**src/hdl/stt_pkg.sv**
```systemverilog
package stt_pkg;

	// default counter widths
	localparam int INDEX_BITS_DEF  = 24;
	localparam int LINE_BITS_DEF   = 20;
	localparam int COLUMN_BITS_DEF = 16;

	localparam int KIND_W    = 5;
	localparam int MAX_TOKS  = 3;   // most tokens one byte can release
	localparam int CNT_W     = 2;
	localparam int Q_DEPTH   = 2;

	localparam logic [KIND_W-1:0] K_PLUS    = 5'd0;
	localparam logic [KIND_W-1:0] K_MINUS   = 5'd1;
	localparam logic [KIND_W-1:0] K_STAR    = 5'd2;
	localparam logic [KIND_W-1:0] K_SLASH   = 5'd3;
	localparam logic [KIND_W-1:0] K_DOT     = 5'd4;
	localparam logic [KIND_W-1:0] K_COMMA   = 5'd5;
	localparam logic [KIND_W-1:0] K_EQUALS  = 5'd6;
	localparam logic [KIND_W-1:0] K_LPAREN  = 5'd7;
	localparam logic [KIND_W-1:0] K_RPAREN  = 5'd8;
	localparam logic [KIND_W-1:0] K_LBRACE  = 5'd9;
	localparam logic [KIND_W-1:0] K_RBRACE  = 5'd10;
	localparam logic [KIND_W-1:0] K_IDENT   = 5'd11;
	localparam logic [KIND_W-1:0] K_NUMBER  = 5'd12;
	localparam logic [KIND_W-1:0] K_STRING  = 5'd13;
	localparam logic [KIND_W-1:0] K_UNTERM  = 5'd14;
	localparam logic [KIND_W-1:0] K_UNKNOWN = 5'd15;
	localparam logic [KIND_W-1:0] K_EOF     = 5'd16;

	localparam logic [7:0] CH_NUL    = 8'h00;
	localparam logic [7:0] CH_TAB    = 8'h09;
	localparam logic [7:0] CH_LF     = 8'h0A;
	localparam logic [7:0] CH_CR     = 8'h0D;
	localparam logic [7:0] CH_SPACE  = 8'h20;
	localparam logic [7:0] CH_QUOTE  = 8'h22;
	localparam logic [7:0] CH_LPAREN = 8'h28;
	localparam logic [7:0] CH_RPAREN = 8'h29;
	localparam logic [7:0] CH_STAR   = 8'h2A;
	localparam logic [7:0] CH_PLUS   = 8'h2B;
	localparam logic [7:0] CH_COMMA  = 8'h2C;
	localparam logic [7:0] CH_MINUS  = 8'h2D;
	localparam logic [7:0] CH_DOT    = 8'h2E;
	localparam logic [7:0] CH_SLASH  = 8'h2F;
	localparam logic [7:0] CH_EQUALS = 8'h3D;
	localparam logic [7:0] CH_US     = 8'h5F;
	localparam logic [7:0] CH_LBRACE = 8'h7B;
	localparam logic [7:0] CH_RBRACE = 8'h7D;

	function automatic logic is_digit(input logic [7:0] ch);
		return ch >= 8'h30 && ch <= 8'h39;
	endfunction

	function automatic logic is_letter(input logic [7:0] ch);
		return (ch >= 8'h41 && ch <= 8'h5A) || (ch >= 8'h61 && ch <= 8'h7A);
	endfunction

	function automatic logic is_word(input logic [7:0] ch);
		return is_letter(ch) || is_digit(ch) || ch == CH_US;
	endfunction

endpackage

```
**src/hdl/stt_front.sv**
```systemverilog
module stt_front #(
	parameter int INDEX_BITS  = stt_pkg::INDEX_BITS_DEF,
	parameter int LINE_BITS   = stt_pkg::LINE_BITS_DEF,
	parameter int COLUMN_BITS = stt_pkg::COLUMN_BITS_DEF,
	parameter int BUN_W = stt_pkg::CNT_W + stt_pkg::MAX_TOKS *
		(stt_pkg::KIND_W + 2*INDEX_BITS + 2*LINE_BITS + 2*COLUMN_BITS)
) (
	input  logic             clk,
	input  logic             arst_n,
	input  logic             in_valid,
	input  logic             in_stall,
	input  logic [7:0]       char_code,
	input  logic             end_of_text,
	output logic             push,
	output logic [BUN_W-1:0] bundle
);
	import stt_pkg::*;

	localparam int IB = INDEX_BITS;
	localparam int LB = LINE_BITS;
	localparam int CB = COLUMN_BITS;

	typedef enum logic [7:0] {
		M_IDLE     = 8'b0000_0001,
		M_AFTER_CR = 8'b0000_0010,
		M_IDENT    = 8'b0000_0100,
		M_NUM_INT  = 8'b0000_1000,
		M_NUM_US   = 8'b0001_0000,
		M_NUM_DOT  = 8'b0010_0000,
		M_NUM_FRAC = 8'b0100_0000,
		M_STRING   = 8'b1000_0000
	} mode_t;

	typedef struct packed {
		mode_t           mode;
		logic [IB-1:0]   p;
		logic [IB-1:0]   tp;
		logic [LB-1:0]   l;
		logic [LB-1:0]   tl;
		logic [CB-1:0]   c;
		logic [CB-1:0]   tc;
	} st_t;

	typedef struct packed {
		logic [KIND_W-1:0] kind;
		logic [IB-1:0]     sp;
		logic [IB-1:0]     ep;
		logic [LB-1:0]     sl;
		logic [CB-1:0]     sc;
		logic [LB-1:0]     el;
		logic [CB-1:0]     ec;
	} tok_t;

	localparam st_t ST_RESET = '{mode: M_IDLE, p: '0, tp: '0,
		l: LB'(1), tl: LB'(1), c: CB'(1), tc: CB'(1)};

	function automatic logic [IB-1:0] inc_p(input logic [IB-1:0] v);
		return (&v) ? v : v + 1'b1;
	endfunction
	function automatic logic [LB-1:0] inc_l(input logic [LB-1:0] v);
		return (&v) ? v : v + 1'b1;
	endfunction
	function automatic logic [CB-1:0] inc_c(input logic [CB-1:0] v);
		return (&v) ? v : v + 1'b1;
	endfunction

	function automatic st_t adv(input st_t s);
		st_t r;
		r = s;
		r.p = inc_p(s.p);
		r.c = inc_c(s.c);
		return r;
	endfunction

	function automatic tok_t lexeme(input st_t s, input logic [KIND_W-1:0] k);
		return '{kind: k, sp: s.tp, ep: s.p, sl: s.tl, sc: s.tc, el: s.l, ec: s.c};
	endfunction

	function automatic tok_t single(input st_t s, input logic [KIND_W-1:0] k,
			input logic wide);
		return '{kind: k, sp: s.p, ep: wide ? inc_p(s.p) : s.p, sl: s.l, sc: s.c,
			el: s.l, ec: wide ? inc_c(s.c) : s.c};
	endfunction

	function automatic logic [KIND_W:0] op_kind(input logic [7:0] ch);
		logic [KIND_W:0] r;
		unique case (ch)
			CH_PLUS:   r = {1'b1, K_PLUS};
			CH_MINUS:  r = {1'b1, K_MINUS};
			CH_STAR:   r = {1'b1, K_STAR};
			CH_SLASH:  r = {1'b1, K_SLASH};
			CH_DOT:    r = {1'b1, K_DOT};
			CH_COMMA:  r = {1'b1, K_COMMA};
			CH_EQUALS: r = {1'b1, K_EQUALS};
			CH_LPAREN: r = {1'b1, K_LPAREN};
			CH_RPAREN: r = {1'b1, K_RPAREN};
			CH_LBRACE: r = {1'b1, K_LBRACE};
			CH_RBRACE: r = {1'b1, K_RBRACE};
			default:   r = '0;
		endcase
		return r;
	endfunction

	// byte seen between tokens
	function automatic void idle_byte(input st_t s, input logic [7:0] ch, input logic e,
			output st_t so, output tok_t t, output logic v, output logic fin);
		logic [KIND_W:0] op;
		op  = op_kind(ch);
		so  = s;
		so.mode = M_IDLE;
		t   = '0;
		v   = 1'b0;
		fin = 1'b0;
		if (e) begin
			t = single(s, K_EOF, 1'b0);
			v = 1'b1;
			fin = 1'b1;
			so = adv(so);
		end else if (ch == CH_CR || ch == CH_LF) begin
			so.p = inc_p(s.p);
			so.l = inc_l(s.l);
			so.c = CB'(1);
			if (ch == CH_CR)
				so.mode = M_AFTER_CR;
		end else if (ch == CH_TAB || ch == CH_SPACE) begin
			so = adv(so);
		end else if (op[KIND_W]) begin
			t = single(s, op[KIND_W-1:0], 1'b1);
			v = 1'b1;
			so = adv(so);
		end else if (ch == CH_QUOTE || is_letter(ch) || ch == CH_US || is_digit(ch)) begin
			so.tp = s.p;
			so.tl = s.l;
			so.tc = s.c;
			so = adv(so);
			if (ch == CH_QUOTE)
				so.mode = M_STRING;
			else if (is_digit(ch))
				so.mode = M_NUM_INT;
			else
				so.mode = M_IDENT;
		end else begin
			t = single(s, K_UNKNOWN, 1'b0);
			v = 1'b1;
			so = adv(so);
		end
	endfunction

	st_t                    cur_q, s, sn;
	logic                   done_q;
	tok_t [MAX_TOKS-1:0]    tk;
	tok_t                   t;
	logic [CNT_W-1:0]       n;
	logic                   v, f, fin, e, run_int, take;

	assign e    = end_of_text || char_code == CH_NUL;
	assign take = in_valid && !in_stall && !done_q;

	always_comb begin
		s       = cur_q;
		sn      = cur_q;
		tk      = '0;
		t       = '0;
		n       = '0;
		v       = 1'b0;
		f       = 1'b0;
		fin     = 1'b0;
		run_int = 1'b0;
		unique case (cur_q.mode)
			M_AFTER_CR: begin
				s.mode = M_IDLE;
				if (!e && char_code == CH_LF) begin
					s.p = inc_p(s.p);
				end else begin
					idle_byte(s, char_code, e, sn, t, v, f);
					s = sn;
					if (v) begin tk[n] = t; n = n + 1'b1; end
					fin = f;
				end
			end
			M_IDENT: begin
				if (!e && is_word(char_code)) begin
					s = adv(s);
				end else begin
					tk[n] = lexeme(s, K_IDENT);
					n = n + 1'b1;
					idle_byte(s, char_code, e, sn, t, v, f);
					s = sn;
					if (v) begin tk[n] = t; n = n + 1'b1; end
					fin = f;
				end
			end
			M_NUM_INT: run_int = 1'b1;
			M_NUM_US: begin
				if (!e && char_code == CH_DOT) begin
					// number stops before the underscore, which stands alone
					tk[n] = lexeme(s, K_NUMBER);
					n = n + 1'b1;
					idle_byte(s, CH_US, 1'b0, sn, t, v, f);
					s = sn;
					tk[n] = lexeme(s, K_IDENT);
					n = n + 1'b1;
					idle_byte(s, char_code, 1'b0, sn, t, v, f);
					s = sn;
					if (v) begin tk[n] = t; n = n + 1'b1; end
				end else begin
					s = adv(s);
					s.mode = M_NUM_INT;
					run_int = 1'b1;
				end
			end
			M_NUM_DOT: begin
				if (!e && is_digit(char_code)) begin
					s = adv(adv(s));
					s.mode = M_NUM_FRAC;
				end else begin
					tk[n] = lexeme(s, K_NUMBER);
					n = n + 1'b1;
					tk[n] = single(s, K_DOT, 1'b1);
					n = n + 1'b1;
					s = adv(s);
					idle_byte(s, char_code, e, sn, t, v, f);
					s = sn;
					if (v) begin tk[n] = t; n = n + 1'b1; end
					fin = f;
				end
			end
			M_NUM_FRAC: begin
				if (!e && (is_digit(char_code) || char_code == CH_US)) begin
					s = adv(s);
				end else begin
					tk[n] = lexeme(s, K_NUMBER);
					n = n + 1'b1;
					idle_byte(s, char_code, e, sn, t, v, f);
					s = sn;
					if (v) begin tk[n] = t; n = n + 1'b1; end
					fin = f;
				end
			end
			M_STRING: begin
				if (e) begin
					tk[n] = lexeme(s, K_UNTERM);
					n = n + 1'b1;
					idle_byte(s, char_code, e, sn, t, v, f);
					s = sn;
					if (v) begin tk[n] = t; n = n + 1'b1; end
					fin = f;
				end else if (char_code == CH_QUOTE) begin
					s = adv(s);
					tk[n] = lexeme(s, K_STRING);
					n = n + 1'b1;
					s.mode = M_IDLE;
				end else begin
					s = adv(s);
				end
			end
			default: begin
				idle_byte(s, char_code, e, sn, t, v, f);
				s = sn;
				if (v) begin tk[n] = t; n = n + 1'b1; end
				fin = f;
			end
		endcase
		if (run_int) begin
			if (!e && is_digit(char_code)) begin
				s = adv(s);
			end else if (!e && char_code == CH_US) begin
				s.mode = M_NUM_US;
			end else if (!e && char_code == CH_DOT) begin
				s.mode = M_NUM_DOT;
			end else begin
				tk[n] = lexeme(s, K_NUMBER);
				n = n + 1'b1;
				idle_byte(s, char_code, e, sn, t, v, f);
				s = sn;
				if (v) begin tk[n] = t; n = n + 1'b1; end
				fin = f;
			end
		end
	end

	assign push   = take && n != '0;
	assign bundle = {n, tk};

	always_ff @(posedge clk or negedge arst_n) begin
		if (!arst_n) begin
			cur_q  <= ST_RESET;
			done_q <= 1'b0;
		end else if (take) begin
			cur_q  <= s;
			done_q <= fin;
		end
	end

endmodule

```
**src/hdl/stt_queue.sv**
```systemverilog
module stt_queue #(
	parameter int BUN_W = 8
) (
	input  logic             clk,
	input  logic             arst_n,
	input  logic             push,
	input  logic [BUN_W-1:0] wr_data,
	output logic             full,
	input  logic             pop,
	output logic             avail,
	output logic [BUN_W-1:0] rd_data
);
	import stt_pkg::*;

	localparam int PW = (Q_DEPTH > 1) ? $clog2(Q_DEPTH) : 1;
	localparam int CW = $clog2(Q_DEPTH + 1);
	localparam logic [PW-1:0] LAST = PW'(Q_DEPTH - 1);

	logic [BUN_W-1:0] mem_q [Q_DEPTH];
	logic [PW-1:0]    wr_q, rd_q;
	logic [CW-1:0]    cnt_q;
	logic             do_push, do_pop;

	assign full    = cnt_q == CW'(Q_DEPTH);
	assign avail   = cnt_q != '0;
	assign do_push = push && !full;
	assign do_pop  = pop && avail;
	assign rd_data = mem_q[rd_q];

	always_ff @(posedge clk) begin
		if (do_push)
			mem_q[wr_q] <= wr_data;
	end

	always_ff @(posedge clk or negedge arst_n) begin
		if (!arst_n) begin
			wr_q  <= '0;
			rd_q  <= '0;
			cnt_q <= '0;
		end else begin
			if (do_push)
				wr_q <= (wr_q == LAST) ? '0 : wr_q + 1'b1;
			if (do_pop)
				rd_q <= (rd_q == LAST) ? '0 : rd_q + 1'b1;
			cnt_q <= cnt_q + CW'(do_push) - CW'(do_pop);
		end
	end

endmodule

```
**src/hdl/stt_back.sv**
```systemverilog
module stt_back #(
	parameter int INDEX_BITS  = stt_pkg::INDEX_BITS_DEF,
	parameter int LINE_BITS   = stt_pkg::LINE_BITS_DEF,
	parameter int COLUMN_BITS = stt_pkg::COLUMN_BITS_DEF,
	parameter int BUN_W = stt_pkg::CNT_W + stt_pkg::MAX_TOKS *
		(stt_pkg::KIND_W + 2*INDEX_BITS + 2*LINE_BITS + 2*COLUMN_BITS)
) (
	input  logic                          clk,
	input  logic                          arst_n,
	input  logic                          q_avail,
	input  logic [BUN_W-1:0]              q_data,
	output logic                          q_pop,
	output logic                          out_valid,
	input  logic                          out_stall,
	output logic [stt_pkg::KIND_W-1:0]    token_kind,
	output logic [INDEX_BITS-1:0]         start_position,
	output logic [INDEX_BITS-1:0]         end_position,
	output logic [LINE_BITS-1:0]          start_line,
	output logic [COLUMN_BITS-1:0]        start_column,
	output logic [LINE_BITS-1:0]          end_line,
	output logic [COLUMN_BITS-1:0]        end_column,
	output logic                          last_of_run
);
	import stt_pkg::*;

	typedef struct packed {
		logic [KIND_W-1:0]      kind;
		logic [INDEX_BITS-1:0]  sp;
		logic [INDEX_BITS-1:0]  ep;
		logic [LINE_BITS-1:0]   sl;
		logic [COLUMN_BITS-1:0] sc;
		logic [LINE_BITS-1:0]   el;
		logic [COLUMN_BITS-1:0] ec;
	} tok_t;

	logic [BUN_W-1:0]    bun_q;
	logic [CNT_W-1:0]    idx_q, cnt;
	logic                vld_q, done_tok;
	tok_t [MAX_TOKS-1:0] toks;
	tok_t                cur;

	assign cnt  = bun_q[BUN_W-1 -: CNT_W];
	assign toks = bun_q[BUN_W-CNT_W-1:0];
	assign cur  = toks[idx_q];

	assign out_valid   = vld_q;
	assign last_of_run = idx_q == cnt - 1'b1;
	assign done_tok    = vld_q && !out_stall && last_of_run;
	assign q_pop       = q_avail && (!vld_q || done_tok);

	assign token_kind     = cur.kind;
	assign start_position = cur.sp;
	assign end_position   = cur.ep;
	assign start_line     = cur.sl;
	assign start_column   = cur.sc;
	assign end_line       = cur.el;
	assign end_column     = cur.ec;

	always_ff @(posedge clk) begin
		if (q_pop)
			bun_q <= q_data;
	end

	always_ff @(posedge clk or negedge arst_n) begin
		if (!arst_n) begin
			vld_q <= 1'b0;
			idx_q <= '0;
		end else if (q_pop) begin
			vld_q <= 1'b1;
			idx_q <= '0;
		end else if (done_tok) begin
			vld_q <= 1'b0;
		end else if (vld_q && !out_stall) begin
			idx_q <= idx_q + 1'b1;
		end
	end

`ifndef SYNTHESIS
	a_idx_in_range: assert property (@(posedge clk) disable iff (!arst_n)
		vld_q |-> idx_q < cnt)
		else $error("token index past bundle count");
	a_step: assert property (@(posedge clk) disable iff (!arst_n)
		(vld_q && !out_stall && !last_of_run) |=> vld_q && idx_q == $past(idx_q) + 1'b1)
		else $error("token index did not step");
	a_pop_only_free: assert property (@(posedge clk) disable iff (!arst_n)
		q_pop |-> (!vld_q || done_tok))
		else $error("bundle loaded over a pending token");
`endif

endmodule

```
**src/hdl/source_text_tokenizer.sv**
```systemverilog
// Streaming tokenizer: takes one source byte per request on the input side and
// returns tokens (kind, start/end index, start/end line and column) on the output
// side, with last_of_run marking the final token a byte released. Bytes are
// accepted back to back while the queue has room; a byte releases up to three
// tokens, and the output side sends one token per cycle while out_stall is low. A
// two-entry queue of token bundles between the lexer and the output stage absorbs
// these bursts and stalls on the output side. A zero byte or end_of_text closes the
// text with an end-of-file token; later requests are taken and dropped until reset.
// Counters saturate at their width.
module source_text_tokenizer #(
	parameter int INDEX_BITS  = stt_pkg::INDEX_BITS_DEF,
	parameter int LINE_BITS   = stt_pkg::LINE_BITS_DEF,
	parameter int COLUMN_BITS = stt_pkg::COLUMN_BITS_DEF
) (
	input  logic                          clk,
	input  logic                          arst_n,
	input  logic                          in_valid,
	output logic                          in_stall,
	input  logic [7:0]                    char_code,
	input  logic                          end_of_text,
	output logic                          out_valid,
	input  logic                          out_stall,
	output logic [stt_pkg::KIND_W-1:0]    token_kind,
	output logic [INDEX_BITS-1:0]         start_position,
	output logic [INDEX_BITS-1:0]         end_position,
	output logic [LINE_BITS-1:0]          start_line,
	output logic [COLUMN_BITS-1:0]        start_column,
	output logic [LINE_BITS-1:0]          end_line,
	output logic [COLUMN_BITS-1:0]        end_column,
	output logic                          last_of_run
);
	import stt_pkg::*;

	// one bundle: token count plus the tokens a single byte can release
	localparam int BUN_W = CNT_W + MAX_TOKS *
		(KIND_W + 2*INDEX_BITS + 2*LINE_BITS + 2*COLUMN_BITS);

	logic             push, q_full, q_avail, q_pop;
	logic [BUN_W-1:0] bundle, q_data;

	// lexer takes a request whenever the queue has room
	assign in_stall = q_full;

	stt_front #(
		.INDEX_BITS(INDEX_BITS), .LINE_BITS(LINE_BITS),
		.COLUMN_BITS(COLUMN_BITS), .BUN_W(BUN_W)
	) u_front (
		.clk(clk), .arst_n(arst_n),
		.in_valid(in_valid), .in_stall(in_stall),
		.char_code(char_code), .end_of_text(end_of_text),
		.push(push), .bundle(bundle)
	);

	stt_queue #(.BUN_W(BUN_W)) u_queue (
		.clk(clk), .arst_n(arst_n),
		.push(push), .wr_data(bundle), .full(q_full),
		.pop(q_pop), .avail(q_avail), .rd_data(q_data)
	);

	stt_back #(
		.INDEX_BITS(INDEX_BITS), .LINE_BITS(LINE_BITS),
		.COLUMN_BITS(COLUMN_BITS), .BUN_W(BUN_W)
	) u_back (
		.clk(clk), .arst_n(arst_n),
		.q_avail(q_avail), .q_data(q_data), .q_pop(q_pop),
		.out_valid(out_valid), .out_stall(out_stall),
		.token_kind(token_kind),
		.start_position(start_position), .end_position(end_position),
		.start_line(start_line), .start_column(start_column),
		.end_line(end_line), .end_column(end_column),
		.last_of_run(last_of_run)
	);

endmodule
```
**config.mk**
```make
export PLATFORM = sky130hd
export DESIGN_NAME = source_text_tokenizer
export DESIGN_NICKNAME = d
export VERILOG_FILES = /design/src/hdl/stt_pkg.sv /design/src/hdl/stt_front.sv /design/src/hdl/stt_queue.sv /design/src/hdl/stt_back.sv /design/src/hdl/source_text_tokenizer.sv
export SDC_FILE = /design/constraint.sdc
export NUM_CORES = 2
export LEC_CHECK = 0
export BUFFER_PORTS_ARGS = -buffer_cell sky130_fd_sc_hd__buf_2
export CAP_MARGIN = 10
export CORE_MARGIN = 2
export CORE_UTILIZATION = 27
export CTS_CLUSTER_SIZE = 12
export DETAILED_ROUTE_END_ITERATION = 8
export SLEW_MARGIN = 20
export SYNTH_ARGS = -nofsm -noshare
export SYNTH_HDL_FRONTEND = slang
export SYNTH_SLANG_ARGS = --single-unit
```
**constraint.sdc**
```tcl
create_clock -name clk -period 29.1 [get_ports clk]
set_input_delay 1.455 -clock clk [delete_from_list [all_inputs] [get_ports clk]]
set_output_delay 1.455 -clock clk [all_outputs]
set_load 0.01 [all_outputs]
```
==> metrics.yaml <==
outcome:
  outcome: "finished, violations left"
  violations: "design-rule violations"
place:
  gp_congestion: 1.07
  place.detailed.hpwl_um: 201000
  count_of_input_and_output_buffers: 140
global_route:
  grt_util_met1_pct: 31.3
  total_routing_resource_utilization_after_global_routing_pct: 23.5
  grtUsageMet2_pct: 31.9
  first_global_vias: 52000
  grt_pass1_wl_um: 415000
  antenna_violations_before_repair: 30
  grt.busiest_layer: "met2"
  gr-usage-met3_pct: 9.30
  grt_overflow_total: 0
  grt_start_max_net_pins: 83
worst_setup_path:
  critPathCaptureType: "flop"
  cp_slowest_cell: "sky130_fd_sc_hd__nor4_1"
  critical_path_data_arrival_time_ps: 10830
  startpoint_class: "input port"
  critPathMaxStageDelay_ps: 970
  data_required_time_at_the_worst_endpoint_ps: 29510
  worst-setup-path-type: "in2reg"
  path_common_cell: "sky130_fd_sc_hd__buf_4"
  worstPathCellList: "buf_2 -> or4b_2 -> nor4_1 -> a21o_1 -> or2_2 -> buf_4 -> nand2_1 -> buf_4 -> a21oi_2 -> buf_4 -> and3_1 -> inv_1 -> ha_1 -> o21ai_0 -> nor3_1 -> a21oi_1 -> o21ai_0 -> nor2_4 -> buf_4 -> buf_4 -> buf_4"
  cp_max_fo: 69
synthesis:
  synthArstFlopShare_pct: 10.7
  synth-seq-area-share_pct: 57.0
  synth.cell_area_um2: 65600
  syn_avg_cell_area_um2: 11.2
  ys.warnings.count: 0
  synth-main-ff-cell: "sky130_fd_sc_hd__edfxtp_1"
  syn-num-nets: 5864
  synth_enable_flop_cells: 1131
  synth_instances: 5836
  synthDistinctLibCells: 108
  ys_seq_elements: 1267
finish:
  area_overhead_vs_synth_pct: 14.7
  finalCoreUtilization_pct: 31.2
  regArea_um2: 37400
  nFillCells: 24300
  layout-drive-gt1-share_pct: 18.9
  nets: 5925
  multi_input_area_um2: 26500
routing:
  wl_per_cell_um: 32.9
  route.antenna.remaining_nets: 0
  total_number_of_vias: 55200
  route.final.wire_length_um: 302000
  vias_per_cell: 6.00
  drt_pass_1_iters: 9
  drc_errors: 108
  initialDrtViolationCount: 8937
pwr:
  power_per_cell_area_nw_per_um2: 88.4
  p_seq_share_pct: 38.7
  combPwrFrac_pct: 36.1
  power.ir.vdd_worst_v: 0.0000669
  total_leakage_power_uw: 0.0251
  power.switching_uw: 2570
  p_sw_share_pct: 38.7
  cell_internal_pwr_uw: 4080
  power_frac_clock_pct: 25.2
timing:
  fmax_ghz: 0.0960
  worst_clock_skew_ps: 76.2
  rsz0062_at_grt: "false"
  finalSetupViolations: 0
  holdWs_ps: 504
  worst_pin_slew_ps: 1350
  final.min_clock_period_ps: 10420
  fin_crit_sh_pct: 35.8
  report.final.hold_viol_count: 0
  final.setup.tns_ps: 0
  slew_limit_headroom_pct: 9.36
  final-max-slew-violation-count: 0
floorplan:
  std_cell_core_area_um2: 241000
  die-height_um: 497
  die_x_um: 497
  boundaryPins: 141
  core.rowCount: 180
  floorplan.die_area_um2: 247000
  initial_core_util_pct: 27.2
run:
  drv.max_cap_violation_count: 0
clock_network:
  cts_tree: "done"
  clk_root_buffer_cell: "sky130_fd_sc_hd__clkbuf_16"
  cts_hold_buf: 0
  numClockSinks: 1267
  worst_skew_pair.late_latency_ps: 850
  cts_resized: 0
  cts-root-to-sink-buffers: 3
  h-tree-depth: 4
  cts.reportedPaths.clkPinSlew_ps: 60
  cts_buffers: 134
  post_cts_buffers: 0
hold_path:
  hold_path.class: "reg2reg"
[routing by layer]
metal	wire length (um)	share of wire, %	vias up
met5	209	0.069	-
li1	-	-	22600
met3	41100	14	1020
met2	119000	39	4140
met1	122000	40	27300
met4	20100	6.7	30
[worst paths after layout]
check | startpoint | end | slack (ps) | cells past startpoint
setup / recovery | char_code[4] | u_queue.mem_q[0][184]$_DFFE_PP_ | 18680 | 21
hold / removal | u_front.cur_q[46]$_DFFE_PN0P_ | u_front.cur_q[46]$_DFFE_PN0P_ | 500 | 2
setup reg to reg | u_front.cur_q[110]$_DFFE_PN0P_ | u_front.cur_q[96]$_DFFE_PN0P_ | 19650 | 26
hold reg to reg | u_front.cur_q[46]$_DFFE_PN0P_ | u_front.cur_q[46]$_DFFE_PN0P_ | 500 | 2
max in group asynchronous | arst_n | u_back.idx_q[1]$_DFFE_PN0P_ | 26130 | 3
min in group asynchronous | arst_n | u_front.cur_q[36]$_DFFE_PN0P_ | 700 | 1
[power by group through the flow]
stage	clock network, uW	registers [uW]	logic (uW)
floorplan	0	2680	1350
global placement	0	2600	2320
detailed placement	0	2610	2330
CTS	1700	2570	2340
global route	1770	2600	2490
finish	1670	2570	2400
[cell usage in the layout (no fill, tap or decap), types with 50 or more instances in the layout]
| cell type | n |
|---|---|
| sky130_fd_sc_hd__a21oi_1 | 299 |
| sky130_fd_sc_hd__clkbuf_1 | 53 |
| sky130_fd_sc_hd__mux2i_1 | 177 |
| sky130_fd_sc_hd__dfrtp_1 | 128 |
| sky130_fd_sc_hd__o221ai_1 | 60 |
| sky130_fd_sc_hd__nor2_1 | 311 |
| sky130_fd_sc_hd__inv_1 | 69 |
| sky130_fd_sc_hd__xnor2_1 | 98 |
| sky130_fd_sc_hd__edfxtp_1 | 1131 |
| sky130_fd_sc_hd__o21ai_0 | 547 |
| sky130_fd_sc_hd__buf_2 | 140 |
| sky130_fd_sc_hd__nand3_1 | 132 |
| sky130_fd_sc_hd__nand4_1 | 63 |
| sky130_fd_sc_hd__nor3_1 | 93 |
| sky130_fd_sc_hd__buf_4 | 280 |
| sky130_fd_sc_hd__nand2_1 | 673 |
| sky130_fd_sc_hd__o22ai_1 | 106 |
| sky130_fd_sc_hd__a22oi_1 | 98 |
| sky130_fd_sc_hd__clkbuf_16 | 136 |
| sky130_fd_sc_hd__a221oi_1 | 65 |
| sky130_fd_sc_hd__a222oi_1 | 79 |
| sky130_fd_sc_hd__mux2_2 | 385 |
| sky130_fd_sc_hd__a31oi_1 | 50 |
[per-stage QoR]
stage,std cells,power [uW],worst slack [ps],area (um^2)
3_5_place_dp,8943,4940,18140,70900
4_1_cts,9172,6610,18970,75100
6_report,9188,6650,18680,75200
3_3_place_gp,8939,4910,18180,70900
2_1_floorplan,5836,4040,6970,65600
5_1_grt,9178,6860,18480,75200
[critical path, delay by kind of cell]
family / cells / cell delay (ps)
buffers and inverters: 8 / 3870
AO/OA/AOI/OAI: 5 / 1550
adder cells (fa/ha/maj): 1 / 280
AND/OR/NAND/NOR: 7 / 3370
[state kept, by name (all words and copies together), names as in the netlist, 2 cells and up]
register,count
u_back.idx_q,2
u_queue.mem_q,754
u_back.bun_q,377
u_queue.cnt_q,2
u_front.cur_q,128
[cell type report]
| type | instances | share of cell area, % |
|---|---|---|
| Antenna cell | 13 | 0.0433 |
| Clock inverter | 37 | 0.697 |
| Clock buffer | 192 | 4.84 |
| Inverter | 72 | 0.359 |
| Tap cell | 3185 | 5.30 |
| Sequential cell | 1267 | 49.7 |
| Multi-Input combinational cell | 3995 | 35.2 |
| Timing Repair Buffer | 427 | 3.88 |
[Yosys cell counts, types with 14 or more instances]
| cell | n | area (um^2) |
|---|---|---|
| sky130_fd_sc_hd__edfxtp_1 | 1131 | 34000 |
| sky130_fd_sc_hd__nand2_1 | 682 | 2560 |
| sky130_fd_sc_hd__o21ai_0 | 556 | 2780 |
| sky130_fd_sc_hd__clkbuf_1 | 450 | 1690 |
| sky130_fd_sc_hd__mux2_2 | 385 | 4340 |
| sky130_fd_sc_hd__nor2_1 | 332 | 1250 |
| sky130_fd_sc_hd__a21oi_1 | 305 | 1530 |
| sky130_fd_sc_hd__mux2i_1 | 177 | 1770 |
| sky130_fd_sc_hd__nand3_1 | 133 | 666 |
| sky130_fd_sc_hd__dfrtp_1 | 131 | 3280 |
| sky130_fd_sc_hd__o22ai_1 | 106 | 663 |
| sky130_fd_sc_hd__xnor2_1 | 100 | 876 |
| sky130_fd_sc_hd__nor3_1 | 99 | 495 |
| sky130_fd_sc_hd__a22oi_1 | 98 | 736 |
| sky130_fd_sc_hd__a222oi_1 | 79 | 791 |
| sky130_fd_sc_hd__inv_1 | 70 | 263 |
| sky130_fd_sc_hd__a221oi_1 | 65 | 569 |
| sky130_fd_sc_hd__nand4_1 | 63 | 394 |
| sky130_fd_sc_hd__o221ai_1 | 60 | 526 |
| sky130_fd_sc_hd__a31oi_1 | 51 | 319 |
| sky130_fd_sc_hd__o211ai_1 | 48 | 360 |
| sky130_fd_sc_hd__nor4_1 | 39 | 244 |
| sky130_fd_sc_hd__and3_1 | 36 | 225 |
| sky130_fd_sc_hd__o31ai_1 | 35 | 263 |
| sky130_fd_sc_hd__a21o_1 | 31 | 233 |
| sky130_fd_sc_hd__and2_1 | 31 | 194 |
| sky130_fd_sc_hd__a211oi_1 | 30 | 225 |
| sky130_fd_sc_hd__xor2_1 | 30 | 263 |
| sky130_fd_sc_hd__a221o_1 | 26 | 260 |
| sky130_fd_sc_hd__buf_2 | 25 | 125 |
| sky130_fd_sc_hd__or3_1 | 25 | 156 |
| sky130_fd_sc_hd__buf_1 | 24 | 90.1 |
| sky130_fd_sc_hd__o21ai_1 | 20 | 100 |
| sky130_fd_sc_hd__nand2b_1 | 18 | 113 |
| sky130_fd_sc_hd__a22o_1 | 16 | 140 |
| sky130_fd_sc_hd__nor2b_1 | 16 | 100 |
| sky130_fd_sc_hd__ha_1 | 15 | 188 |
| sky130_fd_sc_hd__o21a_1 | 15 | 113 |
| sky130_fd_sc_hd__or2_2 | 15 | 93.8 |
| sky130_fd_sc_hd__and4_1 | 14 | 123 |
[logic make-up after synthesis]
logic type,count (synthesis),share of synthesized area (%)
adders and majority gates,15,0.286
DFF,1267,57.0
AOI/OAI and AO/OA,1711,17.1
muxes,564,9.35
buffers and inverters,574,3.36
and+or+nand+nor,1574,11.1
xor gates and xnor gates,131,1.76
(Power assumes the default switching activity.)
